--- src/rtl/core/open_addressing_hash_insert_unit_assert.svh ---
// ----------------------------------------------------------------------------
// open addressing hash insert unit assertion macros
// shared property forms for the unit's concurrent checks
// ----------------------------------------------------------------------------
`ifndef OPEN_ADDRESSING_HASH_INSERT_UNIT_ASSERT_SVH
`define OPEN_ADDRESSING_HASH_INSERT_UNIT_ASSERT_SVH

// same-cycle implication
`define OAHI_ASSERT_IMP(label, clk, rst, ante, cons, msg) \
   label: assert property (@(posedge clk) disable iff (rst) (ante) |-> (cons)) \
      else $error(msg);

// next-cycle implication
`define OAHI_ASSERT_NXT(label, clk, rst, ante, cons, msg) \
   label: assert property (@(posedge clk) disable iff (rst) (ante) |=> (cons)) \
      else $error(msg);

`endif

--- src/rtl/core/oahi_pkg.sv ---
// ----------------------------------------------------------------------------
// oahi package
// shared constants, codes and types of the open addressing hash insert unit
// ----------------------------------------------------------------------------
`timescale 1ns / 1ps

package oahi_pkg;

   localparam int unsigned TABLE_DEPTH_DEF = 1024;

   localparam int unsigned KEY_W      = 31;
   localparam int unsigned SLOT_W     = 10;
   localparam int unsigned SIZE_W     = 11;
   localparam int unsigned MODE_W     = 2;
   localparam int unsigned CSR_DATA_W = 11;
   localparam int unsigned CSR_IDX_W  = 1;

   // remainder unit: two dividend bits retired per cycle
   localparam int unsigned DIVIDEND_W = 32;
   localparam int unsigned DIV_STEPS  = DIVIDEND_W / 2;
   localparam int unsigned DIV_CNT_W  = $clog2(DIV_STEPS);

   localparam logic [SIZE_W-1:0] SIZE_RESET = 11'd11;

   localparam logic STATUS_STORED = 1'b0;
   localparam logic STATUS_FULL   = 1'b1;

   typedef enum logic [CSR_IDX_W-1:0] {
      CSR_TABLE_SIZE = 1'b0,
      CSR_PROBE_MODE = 1'b1
   } csr_index_type;

   typedef enum logic [MODE_W-1:0] {
      MODE_LINEAR = 2'd0,
      MODE_STEP3  = 2'd1,
      MODE_QUAD   = 2'd2
   } probe_mode_type;

   typedef enum logic [1:0] {
      F_IDLE,
      F_DIV,
      F_PUSH
   } front_state_type;

   typedef enum logic [1:0] {
      B_CLEAR,
      B_IDLE,
      B_READ,
      B_CHECK
   } back_state_type;

   typedef struct packed {
      logic full;
      logic empty;
   } queue_status_type;

endpackage

--- src/rtl/core/oahi_front.sv ---
// ----------------------------------------------------------------------------
// oahi front
// accepts a request and reduces its key to the home slot, two bits a cycle
// ----------------------------------------------------------------------------
`timescale 1ns / 1ps
`include "open_addressing_hash_insert_unit_assert.svh"

module oahi_front
   import oahi_pkg::*;
#(
   parameter int unsigned IW = 10,
   parameter int unsigned MW = 11
) (
   input  logic                    clock,
   input  logic                    reset,
   input  logic                    clearing,
   input  logic [MW-1:0]           eff_size,
   input  logic                    req_valid,
   output logic                    req_stall,
   input  logic [KEY_W-1:0]        req_key,
   input  queue_status_type        q_status,
   output logic                    push_valid,
   output logic [KEY_W-1:0]        push_key,
   output logic [IW-1:0]           push_home
);

   front_state_type        state_ff, state_in;
   logic [DIVIDEND_W-1:0]  dividend_ff, dividend_in;
   logic [MW-1:0]          rem_ff, rem_in;
   logic [DIV_CNT_W-1:0]   cnt_ff, cnt_in;
   logic [KEY_W-1:0]       key_ff, key_in;
   logic                   req_ok;

   // one restoring step: shift in a bit, subtract the size once if reached
   function automatic logic [MW-1:0] rem_step(input logic [MW-1:0] r, input logic b,
                                               input logic [MW-1:0] d);
      logic [MW:0] t;
      begin
         t = {r, b};
         if (t >= {1'b0, d}) t = t - {1'b0, d};
         rem_step = t[MW-1:0];
      end
   endfunction

   assign req_stall = (state_ff != F_IDLE) || clearing;
   assign req_ok    = req_valid && !req_stall;
   assign push_key  = key_ff;
   assign push_home = IW'(rem_ff);

   always_ff @(posedge clock) begin
      if (reset) begin
         state_ff <= F_IDLE;
      end else begin
         state_ff <= state_in;
      end
   end

   always_ff @(posedge clock) begin
      dividend_ff <= dividend_in;
      rem_ff      <= rem_in;
      cnt_ff      <= cnt_in;
      key_ff      <= key_in;
   end

   always_comb begin
      state_in    = state_ff;
      dividend_in = dividend_ff;
      rem_in      = rem_ff;
      cnt_in      = cnt_ff;
      key_in      = key_ff;
      push_valid  = 1'b0;
      unique case (state_ff)
         F_IDLE: begin
            if (req_ok) begin
               dividend_in = {1'b0, req_key};
               key_in      = req_key;
               rem_in      = '0;
               cnt_in      = '0;
               state_in    = F_DIV;
            end
         end
         F_DIV: begin
            rem_in      = rem_step(rem_step(rem_ff, dividend_ff[DIVIDEND_W-1], eff_size),
                                   dividend_ff[DIVIDEND_W-2], eff_size);
            dividend_in = dividend_ff << 2;
            cnt_in      = cnt_ff + DIV_CNT_W'(1);
            if (cnt_ff == DIV_CNT_W'(DIV_STEPS - 1)) state_in = F_PUSH;
         end
         F_PUSH: begin
            push_valid = 1'b1;
            if (!q_status.full) state_in = F_IDLE;
         end
         default: state_in = F_IDLE;
      endcase
   end

   `OAHI_ASSERT_IMP(a_rem_bound, clock, reset, state_ff == F_DIV, rem_ff < eff_size, "partial remainder reached table size")
   `OAHI_ASSERT_IMP(a_push_home_bound, clock, reset, push_valid, rem_ff < eff_size, "home slot beyond table size")

endmodule

--- src/rtl/core/oahi_queue.sv ---
// ----------------------------------------------------------------------------
// oahi queue
// two-entry queue of classified requests between front and back
// ----------------------------------------------------------------------------
`timescale 1ns / 1ps

module oahi_queue
   import oahi_pkg::*;
#(
   parameter int unsigned DATA_W = 41
) (
   input  logic                clock,
   input  logic                reset,
   input  logic                push_valid,
   input  logic [DATA_W-1:0]   push_data,
   input  logic                pop,
   output logic [DATA_W-1:0]   pop_data,
   output queue_status_type    status
);

   logic [DATA_W-1:0] entry_ff [2];
   logic              wr_ptr_ff, wr_ptr_in;
   logic              rd_ptr_ff, rd_ptr_in;
   logic [1:0]        count_ff, count_in;
   logic              do_push, do_pop;

   assign status.full  = (count_ff == 2'd2);
   assign status.empty = (count_ff == 2'd0);
   assign do_push      = push_valid && !status.full;
   assign do_pop       = pop && !status.empty;
   assign pop_data     = entry_ff[rd_ptr_ff];

   always_comb begin
      wr_ptr_in = do_push ? !wr_ptr_ff : wr_ptr_ff;
      rd_ptr_in = do_pop ? !rd_ptr_ff : rd_ptr_ff;
      count_in  = count_ff;
      if (do_push && !do_pop) count_in = count_ff + 2'd1;
      if (do_pop && !do_push) count_in = count_ff - 2'd1;
   end

   always_ff @(posedge clock) begin
      if (reset) begin
         wr_ptr_ff <= 1'b0;
         rd_ptr_ff <= 1'b0;
         count_ff  <= 2'd0;
      end else begin
         wr_ptr_ff <= wr_ptr_in;
         rd_ptr_ff <= rd_ptr_in;
         count_ff  <= count_in;
      end
   end

   always_ff @(posedge clock) begin
      if (do_push) entry_ff[wr_ptr_ff] <= push_data;
   end

endmodule

--- src/rtl/core/oahi_back.sv ---
// ----------------------------------------------------------------------------
// oahi back
// clears the occupancy store after reset, then walks the probe sequence
// ----------------------------------------------------------------------------
`timescale 1ns / 1ps
`include "open_addressing_hash_insert_unit_assert.svh"

module oahi_back
   import oahi_pkg::*;
#(
   parameter int unsigned TABLE_DEPTH = TABLE_DEPTH_DEF,
   parameter int unsigned IW          = 10,
   parameter int unsigned MW          = 11
) (
   input  logic                clock,
   input  logic                reset,
   input  logic [MW-1:0]       eff_size,
   input  logic [MODE_W-1:0]   probe_mode,
   input  queue_status_type    q_status,
   input  logic [KEY_W-1:0]    pop_key,
   input  logic [IW-1:0]       pop_home,
   output logic                pop,
   output logic                clearing,
   output logic                rsp_valid,
   input  logic                rsp_stall,
   output logic [SLOT_W-1:0]   rsp_slot,
   output logic                rsp_status
);

   logic                used_mem [TABLE_DEPTH];
   logic [KEY_W-1:0]    key_mem  [TABLE_DEPTH];

   back_state_type      state_ff, state_in;
   logic [IW-1:0]       clr_addr_ff, clr_addr_in;
   logic [IW-1:0]       pos_ff, pos_in;
   logic [IW-1:0]       inc_ff, inc_in;
   logic [IW-1:0]       n_ff, n_in;
   logic [KEY_W-1:0]    key_ff, key_in;
   logic                used_rd_ff;
   logic                rsp_valid_ff, rsp_valid_in;
   logic [SLOT_W-1:0]   rsp_slot_ff, rsp_slot_in;
   logic                rsp_status_ff, rsp_status_in;

   logic                used_wr_en, used_wr_data, key_wr_en;
   logic [IW-1:0]       used_wr_addr;
   logic                commit, commit_status, out_free, last_probe;
   logic [MW-1:0]       step, step3;
   logic [MW:0]         pos_sum, inc_sum;
   logic [IW-1:0]       pos_next, inc_next;

   assign clearing   = (state_ff == B_CLEAR);
   assign out_free   = !rsp_valid_ff || !rsp_stall;
   assign last_probe = (MW'(n_ff) + MW'(1)) == eff_size;
   assign rsp_valid  = rsp_valid_ff;
   assign rsp_slot   = rsp_slot_ff;
   assign rsp_status = rsp_status_ff;

   // next probe position and quadratic increment, each wrapped by one subtract
   always_comb begin
      if (eff_size == MW'(2))      step3 = MW'(1);
      else if (eff_size == MW'(3)) step3 = '0;
      else                         step3 = MW'(3);
      unique case (probe_mode)
         MODE_STEP3: step = step3;
         MODE_QUAD:  step = MW'(inc_ff);
         default:    step = MW'(1);
      endcase
      pos_sum = {1'b0, MW'(pos_ff)} + {1'b0, step};
      if (pos_sum >= {1'b0, eff_size}) pos_sum = pos_sum - {1'b0, eff_size};
      pos_next = IW'(pos_sum);
      inc_sum = {1'b0, MW'(inc_ff)} + (MW+1)'(2);
      if (inc_sum >= {1'b0, eff_size}) inc_sum = inc_sum - {1'b0, eff_size};
      inc_next = IW'(inc_sum);
   end

   always_comb begin
      state_in      = state_ff;
      clr_addr_in   = clr_addr_ff;
      pos_in        = pos_ff;
      inc_in        = inc_ff;
      n_in          = n_ff;
      key_in        = key_ff;
      used_wr_en    = 1'b0;
      used_wr_addr  = pos_ff;
      used_wr_data  = 1'b1;
      key_wr_en     = 1'b0;
      pop           = 1'b0;
      commit        = 1'b0;
      commit_status = STATUS_STORED;
      unique case (state_ff)
         B_CLEAR: begin
            used_wr_en   = 1'b1;
            used_wr_addr = clr_addr_ff;
            used_wr_data = 1'b0;
            clr_addr_in  = clr_addr_ff + IW'(1);
            if (clr_addr_ff == IW'(TABLE_DEPTH - 1)) state_in = B_IDLE;
         end
         B_IDLE: begin
            if (!q_status.empty) begin
               pop      = 1'b1;
               pos_in   = pop_home;
               key_in   = pop_key;
               inc_in   = IW'(1);
               n_in     = '0;
               state_in = B_READ;
            end
         end
         B_READ: begin
            state_in = B_CHECK;
         end
         B_CHECK: begin
            if (!used_rd_ff) begin
               if (out_free) begin
                  used_wr_en = 1'b1;
                  key_wr_en  = 1'b1;
                  commit     = 1'b1;
                  state_in   = B_IDLE;
               end
            end else if (last_probe) begin
               if (out_free) begin
                  commit        = 1'b1;
                  commit_status = STATUS_FULL;
                  state_in      = B_IDLE;
               end
            end else begin
               pos_in   = pos_next;
               inc_in   = inc_next;
               n_in     = n_ff + IW'(1);
               state_in = B_READ;
            end
         end
         default: state_in = B_IDLE;
      endcase

      rsp_valid_in  = rsp_valid_ff && rsp_stall;
      rsp_slot_in   = rsp_slot_ff;
      rsp_status_in = rsp_status_ff;
      if (commit) begin
         rsp_valid_in  = 1'b1;
         rsp_slot_in   = SLOT_W'(pos_ff);
         rsp_status_in = commit_status;
      end
   end

   always_ff @(posedge clock) begin
      if (reset) begin
         state_ff     <= B_CLEAR;
         clr_addr_ff  <= '0;
         rsp_valid_ff <= 1'b0;
      end else begin
         state_ff     <= state_in;
         clr_addr_ff  <= clr_addr_in;
         rsp_valid_ff <= rsp_valid_in;
      end
   end

   always_ff @(posedge clock) begin
      pos_ff        <= pos_in;
      inc_ff        <= inc_in;
      n_ff          <= n_in;
      key_ff        <= key_in;
      rsp_slot_ff   <= rsp_slot_in;
      rsp_status_ff <= rsp_status_in;
   end

   // occupancy and key stores, registered read at the current probe
   always_ff @(posedge clock) begin
      if (used_wr_en) used_mem[used_wr_addr] <= used_wr_data;
      if (key_wr_en) key_mem[pos_ff] <= key_ff;
      used_rd_ff <= used_mem[pos_ff];
   end

   `OAHI_ASSERT_IMP(a_commit_in_range, clock, reset, commit, MW'(pos_ff) < eff_size, "committed slot beyond table size")
   `OAHI_ASSERT_IMP(a_full_on_last, clock, reset, commit && (commit_status == STATUS_FULL), last_probe, "full reported before last probe")
   `OAHI_ASSERT_IMP(a_probe_count, clock, reset, state_ff == B_CHECK, MW'(n_ff) < eff_size, "probe count ran past table size")
   `OAHI_ASSERT_NXT(a_commit_shows, clock, reset, commit, rsp_valid_ff, "committed result not presented")

endmodule

--- src/rtl/core/open_addressing_hash_insert_unit.sv ---
// path: the front accepts a request, reduces its key and pushes it to the queue;
//   the back pops it and reads and checks the home slot, then each further probe
// flow: the front takes a new request only once the last is pushed to the queue;
//   the two-bit-a-cycle remainder unit sets the pace unless the probe walk is longer
// reset: synchronous; a clearing pass then sweeps every entry of the occupancy store,
//   and requests stall until it ends
// ----------------------------------------------------------------------------
// open addressing hash insert unit
// inserts keys into an open addressing table with linear, step-three or
// quadratic probing and reports the slot or a full table
// ----------------------------------------------------------------------------
`timescale 1ns / 1ps

module open_addressing_hash_insert_unit
   import oahi_pkg::*;
#(
   parameter int unsigned TABLE_DEPTH = TABLE_DEPTH_DEF
) (
   input  logic                    clock,
   input  logic                    reset,
   // configuration writes
   input  logic                    csr_write_en,
   input  logic [CSR_IDX_W-1:0]    csr_index,
   input  logic [CSR_DATA_W-1:0]   csr_write_data,
   // request channel
   input  logic                    req_valid,
   output logic                    req_stall,
   input  logic [KEY_W-1:0]        req_key,
   // result channel
   output logic                    rsp_valid,
   input  logic                    rsp_stall,
   output logic [SLOT_W-1:0]       rsp_slot,
   output logic                    rsp_status
);

   // slot index width and width that can hold the table size itself
   localparam int unsigned IW = $clog2(TABLE_DEPTH);
   localparam int unsigned MW = $clog2(TABLE_DEPTH + 1);
   localparam int unsigned CW = (MW > SIZE_W) ? MW : SIZE_W;

   logic [SIZE_W-1:0]     table_size_ff, table_size_in;
   logic [MODE_W-1:0]     probe_mode_ff, probe_mode_in;
   logic [CW-1:0]         size_ext, size_clamped;
   logic [MW-1:0]         eff_size;

   logic                  clearing;
   logic                  push_valid, pop;
   logic [KEY_W-1:0]      push_key, pop_key;
   logic [IW-1:0]         push_home, pop_home;
   logic [KEY_W+IW-1:0]   pop_data;
   queue_status_type      q_status;

   // register writes; software must write only while the unit is idle, the block does not enforce it
   always_comb begin
      table_size_in = table_size_ff;
      probe_mode_in = probe_mode_ff;
      if (csr_write_en) begin
         unique case (csr_index_type'(csr_index))
            CSR_TABLE_SIZE: table_size_in = csr_write_data[SIZE_W-1:0];
            CSR_PROBE_MODE: probe_mode_in = csr_write_data[MODE_W-1:0];
            default: ;
         endcase
      end
   end

   always_ff @(posedge clock) begin
      if (reset) begin
         table_size_ff <= SIZE_RESET;
         probe_mode_ff <= MODE_LINEAR;
      end else begin
         table_size_ff <= table_size_in;
         probe_mode_ff <= probe_mode_in;
      end
   end

   // sizes below two act as two, sizes beyond the store act as its depth
   always_comb begin
      size_ext = CW'(table_size_ff);
      if (size_ext < CW'(2))                 size_clamped = CW'(2);
      else if (size_ext > CW'(TABLE_DEPTH))  size_clamped = CW'(TABLE_DEPTH);
      else                                   size_clamped = size_ext;
      eff_size = MW'(size_clamped);
   end

   // front: accept and reduce key to its home slot
   oahi_front #(
      .IW (IW),
      .MW (MW)
   ) u_front (
      .clock      (clock),
      .reset      (reset),
      .clearing   (clearing),
      .eff_size   (eff_size),
      .req_valid  (req_valid),
      .req_stall  (req_stall),
      .req_key    (req_key),
      .q_status   (q_status),
      .push_valid (push_valid),
      .push_key   (push_key),
      .push_home  (push_home)
   );

   // queue of classified requests lets front and back stall apart
   oahi_queue #(
      .DATA_W (KEY_W + IW)
   ) u_queue (
      .clock      (clock),
      .reset      (reset),
      .push_valid (push_valid),
      .push_data  ({push_key, push_home}),
      .pop        (pop),
      .pop_data   (pop_data),
      .status     (q_status)
   );

   assign pop_key  = pop_data[KEY_W+IW-1:IW];
   assign pop_home = pop_data[IW-1:0];

   // back: probe walk against the occupancy store, output register
   oahi_back #(
      .TABLE_DEPTH (TABLE_DEPTH),
      .IW          (IW),
      .MW          (MW)
   ) u_back (
      .clock      (clock),
      .reset      (reset),
      .eff_size   (eff_size),
      .probe_mode (probe_mode_ff),
      .q_status   (q_status),
      .pop_key    (pop_key),
      .pop_home   (pop_home),
      .pop        (pop),
      .clearing   (clearing),
      .rsp_valid  (rsp_valid),
      .rsp_stall  (rsp_stall),
      .rsp_slot   (rsp_slot),
      .rsp_status (rsp_status)
   );

endmodule
--- config.mk ---
export PLATFORM = sky130hd
export DESIGN_NAME = open_addressing_hash_insert_unit
export DESIGN_NICKNAME = d
export VERILOG_FILES = /design/src/rtl/core/oahi_pkg.sv /design/src/rtl/core/oahi_front.sv /design/src/rtl/core/oahi_queue.sv /design/src/rtl/core/oahi_back.sv /design/src/rtl/core/open_addressing_hash_insert_unit.sv
export VERILOG_INCLUDE_DIRS = /design/src /design/src/rtl/core
export SDC_FILE = /design/constraint.sdc
export NUM_CORES = 2
export LEC_CHECK = 0
export BUFFER_PORTS_ARGS = -buffer_cell sky130_fd_sc_hd__buf_4
export CORE_MARGIN = 2
export CORE_UTILIZATION = 55
export CTS_CLUSTER_SIZE = 28
export DETAILED_ROUTE_END_ITERATION = 10
export GPL_TIMING_DRIVEN = 0
export PLACE_DENSITY = 0.71
export REMOVE_ABC_BUFFERS = 1
export SLEW_MARGIN = 20
export SYNTH_ARGS = -nofsm -noshare
export SYNTH_HDL_FRONTEND = slang
export SYNTH_SLANG_ARGS = --single-unit
export TNS_END_PERCENT = 20
--- constraint.sdc ---
create_clock -name clock -period 30.1 [get_ports clock]
set_input_delay 1.505 -clock clock [delete_from_list [all_inputs] [get_ports clock]]
set_output_delay 1.505 -clock clock [all_outputs]
set_load 0.005 [all_outputs]
==> out/qor.yml <==
clock_tree:
  cts_resized: 0
  ctsHoldBuffers: 0
  clock_sinks: 1166
  post_cts_buffers: 0
  insertion_delay_ps: 740
  clk_pin_slew_ps: 60
  htree_levels: 3
  cts_root_buffer: "clkbuf_16"
  cts_buffers: 115
  cts_buffer_depth: 3
  tritoncts: "done"
drt:
  antenna_left: 0
  via_per_inst: 6.27
  vias: 33500
  wl_per_cell_um: 25.0
  drt_pass1_iterations: 6
  first_iter_violations: 4231
  wl_mm: 134
  drc: 0
logic_synthesis:
  ys_types: 81
  synthCells: 4006
  ys_seq_elements: 1166
  yosysTopAreaCellShare_pct: 63.7
  synth_edf_count: 1132
  synth.area.top_cells: "edfxtp_1, mux4_2, nor2_1"
  synth_area_um2: 53400
  async_reset_ff_share_pct: 0
  yosysWarnings: 0
  avgSynthCellArea_um2: 13.3
  synth_top_cell_by_area: "edfxtp_1"
  synth_flop_cell: "edfxtp_1"
  seq_area_frac_synth_pct: 65.0
power_and_ir_drop:
  comb_power_share_pct: 20.3
  p_seq_share_pct: 44.9
  p_clk_share_pct: 34.7
  power.density_nw_per_um2: 71.9
  power.switching_uw: 1230
  sw_frac_of_total_pct: 28.4
  intPower_uw: 3110
  peakVddDrop_mv: 0.0484
  leakagePower_uw: 0.0193
placed_design:
  dpl.hpwl_mm: 83.0
  portBuffers: 60
  placed_cells: 5132
  gp_congestion: 0.850
  dp_slack_ps: 24390
global_route:
  met1_usage_pct: 37.9
  grt_pass1_wl_mm: 200
  grt-ovfl-total: 0
  busiest_layer: "met2"
  grt_use_met3_pct: 5.08
  grt_pass1_vias: 32700
  grt_usage_pct: 26.9
  grt_max_degree: 138
  use_met2_pct: 42.8
  antenna_found_initial: 1
die:
  die_area_um2: 99500
  chipWidth_um: 315
  row_count: 114
  fp.dieH_um: 315
  initial_utilization_pct: 55.3
  core_area_um2: 96400
  io_pins: 61
timing:
  worst_pin_slew_ps: 1110
  skew_ps: 72.2
  fmax_ghz: 0.174
  finalHoldViolations: 0
  setup_slack_ps: 24340
  fin_tns_setup_ps: 0
  period_minus_slack_ps: 5760
  setup_viol: 0
  maxSlewHeadroom_pct: 25.5
  slew_viol_final: 0
  period_share_pct: 19.1
  rsz0062_at_grt: "false"
critical_path:
  arrival_ps: 6200
  cpMaxStageDelayCell: "o22ai_2"
  cp_max_fo: 13
  cp.required_ps: 30540
  crit_path_end_kind: "flip-flop"
  crit_path_start_kind: "flip-flop"
  r2r_cells: 20
  critical_path_class: "flip-flop to flip-flop"
  crit_chain: "nor4_2 -> nand2_1 -> o211a_1 -> ha_1 -> fa_1 -> nor2b_1 -> o2111ai_1 -> nand3_1 -> a311oi_1 -> o21ai_2 -> mux2_2 -> ha_1 -> nand2_1 -> nor2_1 -> a21oi_1 -> a21oi_1 -> nor3_1 -> o22ai_2 -> mux2i_1 -> nor2_1"
  worst_path_largest_cell_delay_ps: 610
run:
  maxCapViolCount: 0
finish:
  drive_above_1_share_pct: 17.0
  fillers: 7133
  area_delta_synth_final_pct: 13.2
  fin_cells: 5350
  final_core_util_pct: 62.6
  nets: 4091
worst_hold_path:
  hold_path_class: "flip-flop to flip-flop"
  holdPathStages: 2
run_status:
  outcome: "complete, no violations"
[area by class of cell]
cell class | instances | area (um^2) | area share, %
flip-flops and latches | 1166 | 34700 | 57.4
multi-input cells | 2471 | 17400 | 28.9
clock buffers | 137 | 3100 | 5.13
repair buffers | 180 | 2520 | 4.18
well taps | 1276 | 1600 | 2.64
clock inverters | 80 | 911 | 1.51
inverters | 39 | 151 | 0.251
diodes | 1 | 2.50 | 0.00414
[cell usage in the layout, fill, tap and decap left out, types with 16 or more instances in the layout]
master and count:
a211oi_1 46, a21oi_1 63, a22oi_1 69, and2_1 20, buf_16 29, buf_4 63
buf_6 30, buf_8 49, bufinv_16 16, clkbuf_16 119, clkinv_1 19, clkinv_2 30
dfxtp_1 34, edfxtp_1 1132, ha_1 64, inv_1 35, mux2i_1 110, mux4_2 225
nand2_1 214, nand2_2 19, nand3_1 40, nand4_1 25, nor2_1 1115, nor2b_1 36
nor3_1 60, o21ai_0 34, o22ai_1 19, xnor2_1 44, xor2_1 23
[per-stage QoR]
stage | total power, uW | cell area [um^2] | hold WS, ps
floorplan | 2700 | 51800 | 447
global placement | 3100 | 53900 | 476
detailed placement | 2850 | 56300 | 482
CTS | 4340 | 60300 | 494
global route | 4470 | 60400 | 521
finish | 4340 | 60400 | 493
[worst max-delay path, delay by kind of cell (launching register included)]
kind / cells / cell delay, ps
adder cells (fa/ha/maj): 3 / 1090
flip-flops: 1 / 370
multiplexers: 2 / 690
AND/OR/NAND/NOR: 8 / 1280
AO/OA/AOI/OAI: 7 / 2060
[state kept, by name (all words and copies together) (netlist names), 2 cells and up, named ones only]
name                 flops
u_front.rem_ff          11
u_back.state_ff          2
u_front.dividend_ff     32
probe_mode_ff            2
u_back.rsp_slot         10
size_ext                11
u_front.state_ff         2
u_back.used_mem       1024
u_queue.count_ff         2
u_back.pos_ff           10
u_back.clr_addr_ff      10
u_back.inc_ff           10
u_front.cnt_ff           4
u_queue.entry_ff        20
u_back.n_ff             10
[power by group through the flow]
stage	Combinational (uW)	Sequential (uW)	Clock [uW]
2_1_floorplan	537	2160	0
3_3_place_gp	791	2310	0
3_5_place_dp	866	1980	0
4_1_cts	871	1950	1520
5_1_grt	941	1950	1580
6_report	882	1950	1510
[synthesized netlist by cell type, types with 8 or more instances]
| cell type | count |
|---|---|
| a211oi_1 | 46 |
| a21o_1 | 11 |
| a21oi_1 | 63 |
| a22o_1 | 9 |
| a22oi_1 | 69 |
| a311oi_1 | 8 |
| a31oi_1 | 17 |
| and2_1 | 22 |
| and3_1 | 9 |
| buf_1 | 12 |
| buf_2 | 44 |
| buf_4 | 9 |
| buf_6 | 13 |
| clkbuf_1 | 245 |
| dfxtp_1 | 34 |
| edfxtp_1 | 1132 |
| ha_1 | 65 |
| inv_1 | 36 |
| mux2_2 | 15 |
| mux2i_1 | 111 |
| mux4_2 | 225 |
| nand2_1 | 237 |
| nand2b_1 | 14 |
| nand3_1 | 54 |
| nand3b_1 | 10 |
| nand4_1 | 25 |
| nor2_1 | 1119 |
| nor2b_1 | 40 |
| nor3_1 | 61 |
| nor4_1 | 8 |
| o21ai_0 | 35 |
| o221ai_1 | 8 |
| o22ai_1 | 23 |
| or3_1 | 10 |
| xnor2_1 | 44 |
| xor2_1 | 23 |
[worst paths after layout]
check / startpoint / to / slack, ps
worst min-delay path: size_ext[6]$_SDFFE_PP0P_ / size_ext[6]$_SDFFE_PP0P_ / 490
worst max register to register: size_ext[2]$_SDFFE_PP0P_ / u_front.rem_ff[4]$_SDFFCE_PN0P_ / 24340
worst max-delay path: size_ext[2]$_SDFFE_PP0P_ / u_front.rem_ff[4]$_SDFFCE_PN0P_ / 24340
worst min register to register: size_ext[6]$_SDFFE_PP0P_ / size_ext[6]$_SDFFE_PP0P_ / 490
[logic make-up after synthesis]
group           synth area share (%)
fa+ha+maj                       1.71
flops                           65.0
compound gates                  4.55
simple gates                    12.6
xor+xnor                        1.14
buf+inv                         3.11
mux                             11.9
[layer usage]
layer | vias up | part of all wire, %
met2 | 1612 | 47
met1 | 17000 | 40
met3 | 252 | 9.8
met5 | - | 0.014
li1 | 14700 | -
met4 | 2 | 3.3
Power figures use the tool's default switching activity.
